## config.mk

```make
export PLATFORM = sky130hd
export DESIGN_NAME = scan_disk_scheduler
export DESIGN_NICKNAME = d
export VERILOG_FILES = /design/src/sds_pkg.sv /design/src/sds_ctrl.sv /design/src/sds_datapath.sv /design/src/scan_disk_scheduler.sv
export SDC_FILE = /design/constraint.sdc
export NUM_CORES = 1
export LEC_CHECK = 0
export BUFFER_PORTS_ARGS = -buffer_cell sky130_fd_sc_hd__clkbuf_2
export CAP_MARGIN = 20
export CORE_UTILIZATION = 30
export DETAILED_ROUTE_END_ITERATION = 8
export GPL_TIMING_DRIVEN = 0
export PLACE_DENSITY = 0.54
export SLEW_MARGIN = 5
export SYNTH_ARGS = -nofsm -noshare
export SYNTH_HDL_FRONTEND = slang
export SYNTH_HIERARCHICAL = 1
export SYNTH_SLANG_ARGS = --single-unit
```

## constraint.sdc

```tcl
create_clock -name clk -period 4.9 [get_ports clk]
set_input_delay 0.98 -clock clk [delete_from_list [all_inputs] [get_ports clk]]
set_output_delay 0.98 -clock clk [all_outputs]
set_load 0.02 [all_outputs]
```

## src/sds_pkg.sv

```systemverilog
// Package for the SCAN disk scheduler: widths, reset values, controller states,
// and the command and status structs that join the controller and the datapath.
// It depends on nothing else.
package sds_pkg;

	localparam int TRACK_W           = 16;
	localparam int SEEK_W            = 20;
	localparam int TRACK_COUNT_W     = 17;
	localparam int MAX_REQUESTS_DEF  = 8;

	localparam logic [TRACK_COUNT_W-1:0] TRACK_COUNT_RESET = 17'd200;
	localparam logic [SEEK_W-1:0]        SEEK_MAX          = '1;

	// Sweep direction codes.
	localparam logic DIR_DOWN = 1'b0;
	localparam logic DIR_UP   = 1'b1;

	typedef enum logic [1:0] {
		ST_IDLE,
		ST_SCAN,
		ST_MERGE,
		ST_TAKE
	} sds_state_t;

	typedef struct packed {
		logic accept_item;
		logic begin_batch;
		logic scan_go;
		logic merge;
		logic take;
		logic next_pass;
		logic finish;
	} sds_cmd_t;

	typedef struct packed {
		logic scan_idle;
		logic found;
		logic last_pass;
	} sds_status_t;

endpackage

```

## src/sds_ctrl.sv

```systemverilog
// Controller state machine of the SCAN disk scheduler.
// Depends on sds_pkg for the state enum and the command and status structs.
module sds_ctrl
	import sds_pkg::*;
(
	input  logic        clk,
	input  logic        arst_n,
	input  logic        start,
	input  logic        batch_end,
	input  sds_status_t status,
	output sds_cmd_t    cmd,
	output logic        busy
);

	sds_state_t state_q;
	sds_state_t state_d;

	always_ff @(posedge clk or negedge arst_n) begin
		if (!arst_n) begin
			state_q <= ST_IDLE;
		end else begin
			state_q <= state_d;
		end
	end

	always_comb begin
		state_d = state_q;
		cmd     = '0;
		busy    = 1'b1;
		unique case (state_q)
			ST_IDLE: begin
				busy = 1'b0;
				if (start) begin
					cmd.accept_item = 1'b1;
					if (batch_end) begin
						cmd.begin_batch = 1'b1;
						cmd.scan_go     = 1'b1;
						state_d         = ST_SCAN;
					end
				end
			end
			ST_SCAN: begin
				if (status.scan_idle) begin
					state_d = ST_MERGE;
				end
			end
			ST_MERGE: begin
				cmd.merge = 1'b1;
				state_d   = ST_TAKE;
			end
			ST_TAKE: begin
				priority if (status.found) begin
					cmd.take    = 1'b1;
					cmd.scan_go = 1'b1;
					state_d     = ST_SCAN;
				end else if (!status.last_pass) begin
					cmd.next_pass = 1'b1;
					cmd.scan_go   = 1'b1;
					state_d       = ST_SCAN;
				end else begin
					cmd.finish = 1'b1;
					state_d    = ST_IDLE;
				end
			end
			default: begin
				state_d = ST_IDLE;
			end
		endcase
	end

endmodule

```

## src/sds_datapath.sv

```systemverilog
// Datapath of the SCAN disk scheduler: request store, selection scan, seek
// accumulator and result registers. Depends on sds_pkg; driven by sds_ctrl.
module sds_datapath
	import sds_pkg::*;
#(
	parameter int MAX_REQUESTS = MAX_REQUESTS_DEF
) (
	input  logic                     clk,
	input  logic                     arst_n,
	input  sds_cmd_t                 cmd,
	output sds_status_t              status,
	input  logic                     cfg_we,
	input  logic [TRACK_COUNT_W-1:0] cfg_data,
	input  logic [TRACK_W-1:0]       request_track,
	input  logic [TRACK_W-1:0]       head_track,
	input  logic                     start_dir,
	output logic                     visit_valid,
	output logic [TRACK_W-1:0]       visit_track,
	output logic [SEEK_W-1:0]        seek_total,
	output logic                     seq_last
);

	localparam int CW = $clog2(MAX_REQUESTS + 1);
	localparam int IW = (MAX_REQUESTS > 1) ? $clog2(MAX_REQUESTS) : 1;

	logic [TRACK_W-1:0]       req_mem [MAX_REQUESTS];
	logic [TRACK_COUNT_W-1:0] track_count_q;
	logic [CW-1:0]            count_q;
	logic [MAX_REQUESTS-1:0]  used_q;
	logic                     end_used_q;
	logic                     pass_q;
	logic                     dir_q;
	logic [TRACK_W-1:0]       head_q;
	logic [TRACK_W-1:0]       end_q;
	logic [TRACK_W-1:0]       pos_q;
	logic [SEEK_W-1:0]        total_q;

	logic                     rd_run_q;
	logic [CW-1:0]            rd_idx_q;
	logic                     valid_s1;
	logic [IW-1:0]            idx_s1;
	logic [TRACK_W-1:0]       rdata_s1;

	logic                     found_q;
	logic [TRACK_W-1:0]       best_track_q;
	logic [IW-1:0]            best_idx_q;
	logic                     best_end_q;

	logic                     have_pend_q;
	logic [TRACK_W-1:0]       pend_track_q;
	logic [SEEK_W-1:0]        pend_total_q;

	logic                     visit_valid_q;
	logic [TRACK_W-1:0]       visit_track_q;
	logic [SEEK_W-1:0]        seek_total_q;
	logic                     seq_last_q;

	logic                     cur_dir;
	logic                     rd_done;
	logic                     s1_take;
	logic                     e_take;
	logic [TRACK_W-1:0]       end_track;
	logic [TRACK_COUNT_W-1:0] tc_minus1;
	logic [TRACK_W-1:0]       hop;
	logic [SEEK_W:0]          sum;
	logic [SEEK_W-1:0]        new_total;

	always_comb begin
		cur_dir = dir_q ^ pass_q;
		rd_done = (rd_idx_q == count_q);

		// A stored request belongs to the current sweep when it lies on that
		// sweep's side of the head position at batch start.
		s1_take = valid_s1 && !used_q[idx_s1]
			&& ((cur_dir == DIR_UP) ? (rdata_s1 > head_q) : (rdata_s1 < head_q))
			&& (!found_q || ((cur_dir == DIR_UP) ? (rdata_s1 < best_track_q)
				: (rdata_s1 > best_track_q)));

		// The end track joins only the first sweep.
		e_take = !pass_q && !end_used_q
			&& (!found_q || ((cur_dir == DIR_UP) ? (end_q < best_track_q)
				: (end_q > best_track_q)));

		tc_minus1 = track_count_q - TRACK_COUNT_W'(1);
		if (start_dir == DIR_DOWN) begin
			end_track = '0;
		end else if (track_count_q == '0) begin
			end_track = '0;
		end else if (tc_minus1[TRACK_COUNT_W-1]) begin
			end_track = '1;
		end else begin
			end_track = tc_minus1[TRACK_W-1:0];
		end

		hop       = (best_track_q > pos_q) ? (best_track_q - pos_q) : (pos_q - best_track_q);
		sum       = {1'b0, total_q} + {{(SEEK_W + 1 - TRACK_W){1'b0}}, hop};
		new_total = sum[SEEK_W] ? SEEK_MAX : sum[SEEK_W-1:0];

		status.scan_idle = !rd_run_q && !valid_s1;
		status.found     = found_q;
		status.last_pass = pass_q;
	end

	// Request store and its registered read port.
	always_ff @(posedge clk) begin
		if (cmd.accept_item && (count_q < CW'(MAX_REQUESTS))) begin
			req_mem[count_q[IW-1:0]] <= request_track;
		end
		rdata_s1 <= req_mem[rd_idx_q[IW-1:0]];
	end

	always_ff @(posedge clk or negedge arst_n) begin
		if (!arst_n) begin
			track_count_q <= TRACK_COUNT_RESET;
			count_q       <= '0;
			used_q        <= '0;
			end_used_q    <= 1'b0;
			pass_q        <= 1'b0;
			rd_run_q      <= 1'b0;
			rd_idx_q      <= '0;
			valid_s1      <= 1'b0;
			found_q       <= 1'b0;
			have_pend_q   <= 1'b0;
			visit_valid_q <= 1'b0;
		end else begin
			visit_valid_q <= 1'b0;
			if (cfg_we) begin
				track_count_q <= cfg_data;
			end
			if (cmd.accept_item && (count_q < CW'(MAX_REQUESTS))) begin
				count_q <= count_q + CW'(1);
			end
			if (cmd.begin_batch) begin
				used_q      <= '0;
				end_used_q  <= 1'b0;
				pass_q      <= 1'b0;
				have_pend_q <= 1'b0;
			end
			if (cmd.next_pass) begin
				pass_q <= 1'b1;
			end

			valid_s1 <= rd_run_q && !rd_done;
			if (cmd.scan_go) begin
				rd_run_q <= 1'b1;
				rd_idx_q <= '0;
			end else if (rd_run_q) begin
				if (rd_done) begin
					rd_run_q <= 1'b0;
				end else begin
					rd_idx_q <= rd_idx_q + CW'(1);
				end
			end

			priority if (cmd.scan_go) begin
				found_q <= 1'b0;
			end else if (s1_take || (cmd.merge && e_take)) begin
				found_q <= 1'b1;
			end

			if (cmd.take) begin
				if (best_end_q) begin
					end_used_q <= 1'b1;
				end else begin
					used_q[best_idx_q] <= 1'b1;
				end
				have_pend_q <= 1'b1;
				if (have_pend_q) begin
					visit_valid_q <= 1'b1;
				end
			end
			if (cmd.finish) begin
				visit_valid_q <= 1'b1;
				have_pend_q   <= 1'b0;
				count_q       <= '0;
			end
		end
	end

	always_ff @(posedge clk) begin
		if (cmd.begin_batch) begin
			head_q  <= head_track;
			dir_q   <= start_dir;
			end_q   <= end_track;
			pos_q   <= head_track;
			total_q <= '0;
		end
		idx_s1 <= rd_idx_q[IW-1:0];
		if (cmd.merge && e_take) begin
			best_track_q <= end_q;
			best_end_q   <= 1'b1;
		end else if (s1_take) begin
			best_track_q <= rdata_s1;
			best_idx_q   <= idx_s1;
			best_end_q   <= 1'b0;
		end
		if (cmd.take) begin
			pos_q        <= best_track_q;
			total_q      <= new_total;
			pend_track_q <= best_track_q;
			pend_total_q <= new_total;
			visit_track_q <= pend_track_q;
			seek_total_q  <= pend_total_q;
			seq_last_q    <= 1'b0;
		end
		if (cmd.finish) begin
			visit_track_q <= pend_track_q;
			seek_total_q  <= pend_total_q;
			seq_last_q    <= 1'b1;
		end
	end

	assign visit_valid = visit_valid_q;
	assign visit_track = visit_track_q;
	assign seek_total  = seek_total_q;
	assign seq_last    = seq_last_q;

	// A visit is only committed after a scan has found a candidate.
	a_take_found: assert property (@(posedge clk) disable iff (!arst_n)
		cmd.take |-> found_q)
		else $error("visit committed without a candidate");

	// Every batch visits at least its end track, so a visit is held at the end.
	a_finish_pend: assert property (@(posedge clk) disable iff (!arst_n)
		cmd.finish |-> have_pend_q)
		else $error("batch finished with no held visit");

	// A new scan never starts over a scan still in flight.
	a_scan_go_idle: assert property (@(posedge clk) disable iff (!arst_n)
		cmd.scan_go |-> (!rd_run_q && !valid_s1))
		else $error("scan restarted while running");

	a_count_range: assert property (@(posedge clk) disable iff (!arst_n)
		count_q <= CW'(MAX_REQUESTS))
		else $error("request count beyond store depth");

	// The finishing beat is the only one marked last.
	a_last_after_finish: assert property (@(posedge clk) disable iff (!arst_n)
		(visit_valid_q && seq_last_q) |-> $past(cmd.finish))
		else $error("last flag without batch finish");

endmodule

```

## src/scan_disk_scheduler.sv

```systemverilog
// Top level of the SCAN (elevator) disk scheduler.
// Instantiates sds_ctrl and sds_datapath; depends on sds_pkg.
//
//  Channel   Signals                                         Direction  Handshake
//  request   start, busy, request_track, head_track,         in         start && !busy
//            start_dir, batch_end
//  config    cfg_valid, cfg_ready, cfg_data                  in         cfg_valid && cfg_ready
//  result    visit_valid, visit_track, seek_total, seq_last  out        strobe, one cycle
//
// A request beat that does not end a batch is stored while the store has room and busy
// stays low. The beat that ends a batch starts scheduling in rounds: each round scans the
// request store (one entry a cycle through its registered read port) and then passes
// through a merge state and a commit state. Every visited track takes one round,
// switching the sweep direction takes one more, and a last round that finds nothing ends
// the batch. The last visit shows in the cycle after that final round, when busy is
// already low again.
// Reset clears the request count, the controller state and the result strobe;
// track_count returns to 200. The receiver cannot stall, so each result is shown once.
module scan_disk_scheduler
	import sds_pkg::*;
#(
	parameter int MAX_REQUESTS = MAX_REQUESTS_DEF
) (
	input  logic                     clk,
	input  logic                     arst_n,
	// Request beats.
	input  logic                     start,
	output logic                     busy,
	input  logic [TRACK_W-1:0]       request_track,
	input  logic [TRACK_W-1:0]       head_track,
	input  logic                     start_dir,
	input  logic                     batch_end,
	// Track count register write.
	input  logic                     cfg_valid,
	output logic                     cfg_ready,
	input  logic [TRACK_COUNT_W-1:0] cfg_data,
	// Visited tracks.
	output logic                     visit_valid,
	output logic [TRACK_W-1:0]       visit_track,
	output logic [SEEK_W-1:0]        seek_total,
	output logic                     seq_last
);

	sds_cmd_t    cmd;
	sds_status_t status;
	logic        cfg_we;

	// The register is taken whenever busy is low, also while a batch is still being collected.
	assign cfg_ready = !busy;
	assign cfg_we    = cfg_valid && cfg_ready;

	sds_ctrl u_ctrl (
		.clk       (clk),
		.arst_n    (arst_n),
		.start     (start),
		.batch_end (batch_end),
		.status    (status),
		.cmd       (cmd),
		.busy      (busy)
	);

	// The datapath holds the store, walks it once per round to pick the nearest
	// request in the sweep direction, and holds each visit back by one step so
	// the final one can carry the last flag.
	sds_datapath #(
		.MAX_REQUESTS (MAX_REQUESTS)
	) u_datapath (
		.clk           (clk),
		.arst_n        (arst_n),
		.cmd           (cmd),
		.status        (status),
		.cfg_we        (cfg_we),
		.cfg_data      (cfg_data),
		.request_track (request_track),
		.head_track    (head_track),
		.start_dir     (start_dir),
		.visit_valid   (visit_valid),
		.visit_track   (visit_track),
		.seek_total    (seek_total),
		.seq_last      (seq_last)
	);

endmodule
```

==> results by group <==
STA
  • Hold_ws: 382 ps
  • Final worst slack: 63.4 ps
  • Tcrit/Tclk final: 98.7%
  • Final Max Slew Viols: 0
  • Final min period: 4840 ps
  • Final Hold Vio Count: 0
  • Final clock skew: 15.0 ps
  • Normalized max-slew margin: 35.1%
  • Final setup fails: 0
  • Fmax: 207 MHz
  • Worst slew pin tran: 974 ps
  • RSZ-0062 raised after global routing: yes

Clocking
  • Clock Path Buffers: 3
  • Clk_lat worst skew: 550 ps
  • Root Driver: clkbuf_16
  • CTS tree: done
  • Hold_buf cts: 0
  • Clock transition at path regs: 60 ps
  • TritonCTS Buffers: 38
  • H-tree level count: 2
  • Clock Sinks: 351

Routing
  • Initial drt markers: 463
  • Post-route ant nets: 0
  • Vias: 10100
  • DR vias/cell: 4.74
  • DRT Pass-1 Iters: 5
  • Drt total wl: 41100 µm
  • Drt wl/cell: 19.2 µm
  • Drt drc: 0

Setup path
  • CP required: 5180 ps
  • CP arrival: 5110 ps
  • CP Max Fanout: 5
  • R2R setup slack: 60 ps
  • Worst Setup End Kind: register
  • Startpoint Class: register
  • RR Startpoint: u_datapath/best_track_q[0]
  • Crit Path Class: reg -> reg
  • R2R depth: 21
  • Worst R2R End: u_datapath/pend_total_q[15]

Place
  • Placer Congestion: 0.866
  • Post-DP HPWL: 30400 µm
  • Pre-CTS WS: -721 ps
  • Port Buffers: 94

Power
  • Cell area power density: 769 mW/mm²
  • Leak pwr: 7.72 nW
  • VDD IR max: 0.407 mV

Floorplan
  • Core Rows: 86
  • Starting Density: 30.4%
  • DIE WIDTH: 238 µm
  • CORE AREA: 0.0552 mm²
  • Ports: 95
  • Total die area: 0.0568 mm²
  • Die Y: 238 µm

GRT
  • Vias in the first global route: 10300
  • Largest net degree at the start of global routing: 37
  • GRT Total Usage: 14.4%
  • Gr ovfl total: 0
  • Initial antenna violation count: 2
  • Global-route wire length before repair: 62200 µm

Yosys
  • Syn Nets: 1334
  • Flops & latches, synth: 351
  • Post-synth EDFFs: 288
  • Asr flop ratio synth: 12.0%
  • Yosys cell types: 84
  • Sequential element share of the synthesized area: 60.4%
  • Top FF cell, synth: edfxtp_1
  • Mapped cell area: 0.0168 mm²
  • Syn_area_per_cell: 14.3 µm²
  • Cells after Synth: 1173
  • Synth Warn #: 6

Layout
  • Fill cells: 5264
  • Storage element area: 0.0101 mm²
  • Share of cells above drive strength 1: 28.8%
  • Final nets: 1517
  • Area added between synthesis and finish: 20.8%
  • Multi-input logic area: 0.00646 mm²

Outcome
  • Status: finished, final reports clean

Job
  • Max-Cap Viols: 0

Min path
  • Worst hold-check path type: in -> async
## metal layers
metal / wire, µm / vias up / part of all wire [%] / track usage, %
met4: 858 / 4 / 2.1 / 3.26
li1: - / 4814 / - / -
met1: 17800 / 5018 / 43 / 18.0
met2: 20800 / 199 / 51 / 25.8
met3: 1630 / 66 / 4.0 / 2.51
met5: 23 / - / 0.056 / 0
## cell usage in the layout, fill, tap and decap left out, types with 16 or more instances in the layout
cell type	synthesis	routed
edfxtp_1	288	288
ha_1	103	93
nand4_1	16	16
xor2_1	25	20
dfxtp_1	21	21
buf_4	3	40
nand2_1	42	41
inv_1	79	77
o21ai_0	25	24
a21oi_1	70	66
clkbuf_2	0	95
dfrtp_1	39	39
clkbuf_1	26	26
mux2_2	56	57
nand2b_1	16	16
clkbuf_16	0	39
xnor2_1	24	24
mux4_2	34	34
nor2_1	39	31
a21o_1	37	37
## registers in the layout, indices dropped and copies added (netlist names), 17 cells and up
signal	cells
u_datapath/total_q	20
u_datapath/track_count_q	17
u_datapath/pend_total_q	20
u_datapath/req_mem	128
u_datapath/seek_total	20
## cell usage after synthesis (4+ instances only)
library cell	instances	area (µm²)
xnor2_1	24	210
o21ai_1	7	35.0
buf_2	8	40.0
and2_1	4	25.0
ha_1	103	1290
nand3b_1	4	30.0
nand3_1	5	25.0
o21ai_0	25	125
nand2_1	42	158
nand4_1	16	100
clkbuf_1	26	97.6
o21bai_1	4	30.0
nor3b_1	7	52.6
a221oi_1	4	35.0
xor2_1	25	219
a21oi_1	70	350
inv_1	79	297
dfrtp_1	39	976
or3_1	4	25.0
a211oi_1	10	75.1
o211ai_1	5	37.5
nand2b_1	16	100
and4_1	4	35.0
a31oi_1	8	50.1
edfxtp_1	288	8650
o211a_1	4	40.0
and3_1	5	31.3
mux2i_1	10	100
o21a_1	15	113
a21o_1	37	278
o2bb2ai_1	6	52.6
or2_1	7	43.8
nor2b_1	15	93.8
nor2_1	39	146
dfxtp_1	21	420
mux2_2	56	631
mux2_1	10	113
mux4_2	34	766
nor3_1	10	50.1
buf_1	4	15.0
## critical path, stage by stage, from the launching register on
cell      delay (ps)
edfxtp_1         390
inv_1             60
ha_2             170
inv_2             60
fa_2             250
a211oi_4          90
o211a_1          250
or4_4            490
a21boi_4         200
buf_12           150
buf_8            110
buf_4            120
o21ai_2           70
xor2_1           170
ha_1             330
buf_6            140
a41o_1           180
a21oi_1          110
a21bo_2          280
a221oi_4         340
o21ai_1          120
or4_1            500
## worst max path at each step
stage	start	slack, ps	endpoint	cells past startpoint
after global placement	u_datapath/best_track_q[11]	-730	u_datapath/pend_total_q[10]	19
after CTS	u_datapath/best_track_q[0]	-9	u_datapath/pend_total_q[15]	19
after global routing	u_datapath/best_track_q[0]	-100	u_datapath/total_q[7]	22
after detailed placement	u_datapath/best_track_q[0]	-720	u_datapath/pend_total_q[10]	22
final	u_datapath/best_track_q[0]	60	u_datapath/pend_total_q[15]	21
after floorplan	u_datapath/best_track_q[0]	310	u_datapath/pend_total_q[15]	17
## area by class of cell
cell class | instances | share of cell area (%)
Sequential cell | 351 | 50.0
Inverter | 82 | 1.52
Multi-Input combinational cell | 697 | 31.9
Timing Repair Buffer | 148 | 4.87
Clock buffer | 48 | 5.08
Clock inverter | 20 | 1.03
Tap cell | 748 | 4.62
Buffer | 38 | 0.994
Antenna cell | 1 | 0.0124
## where the power goes
| group | total (W) | leakage, nW | switching (W) | internal [W] |
|---|---|---|---|---|
| Sequential | 0.00482 | 3.33 | 0.000464 | 0.00436 |
| Combinational | 0.00790 | 3.79 | 0.00435 | 0.00354 |
| Clock | 0.00286 | 0.603 | 0.00120 | 0.00166 |
| Total | 0.0156 | 7.72 | 0.00601 | 0.00956 |
## timing repair
action / in CTS / in global routing
gates resized for setup: 37 / 40
endpoints found under the setup margin: 40 / 39
gates cloned: 0 / 1
pin swaps: 8 / 43
setup buffers: 22 / 20
## per-stage QoR
stage	total power, W	cells	TNS (ps)	utilization (%)	instance area, µm²
finish	0.0156	2133	0	36.7	20300
global route	0.0166	2132	-1250	36.7	20300
CTS	0.0150	2113	-17.0	36.1	19900
detailed placement	0.0115	2026	-17720	33.3	18400
global placement	0.0114	2015	-27380	32.9	18200
floorplan	0.00961	1173	0	-	16800
## logic make-up after synthesis
family / synth area share (%)
simple gates: 6.48
compound gates: 9.92
xor+xnor: 2.56
buf+inv: 3.01
mux: 9.60
fa+ha+maj: 8.04
flops: 60.4
(Power assumes the default switching activity.)
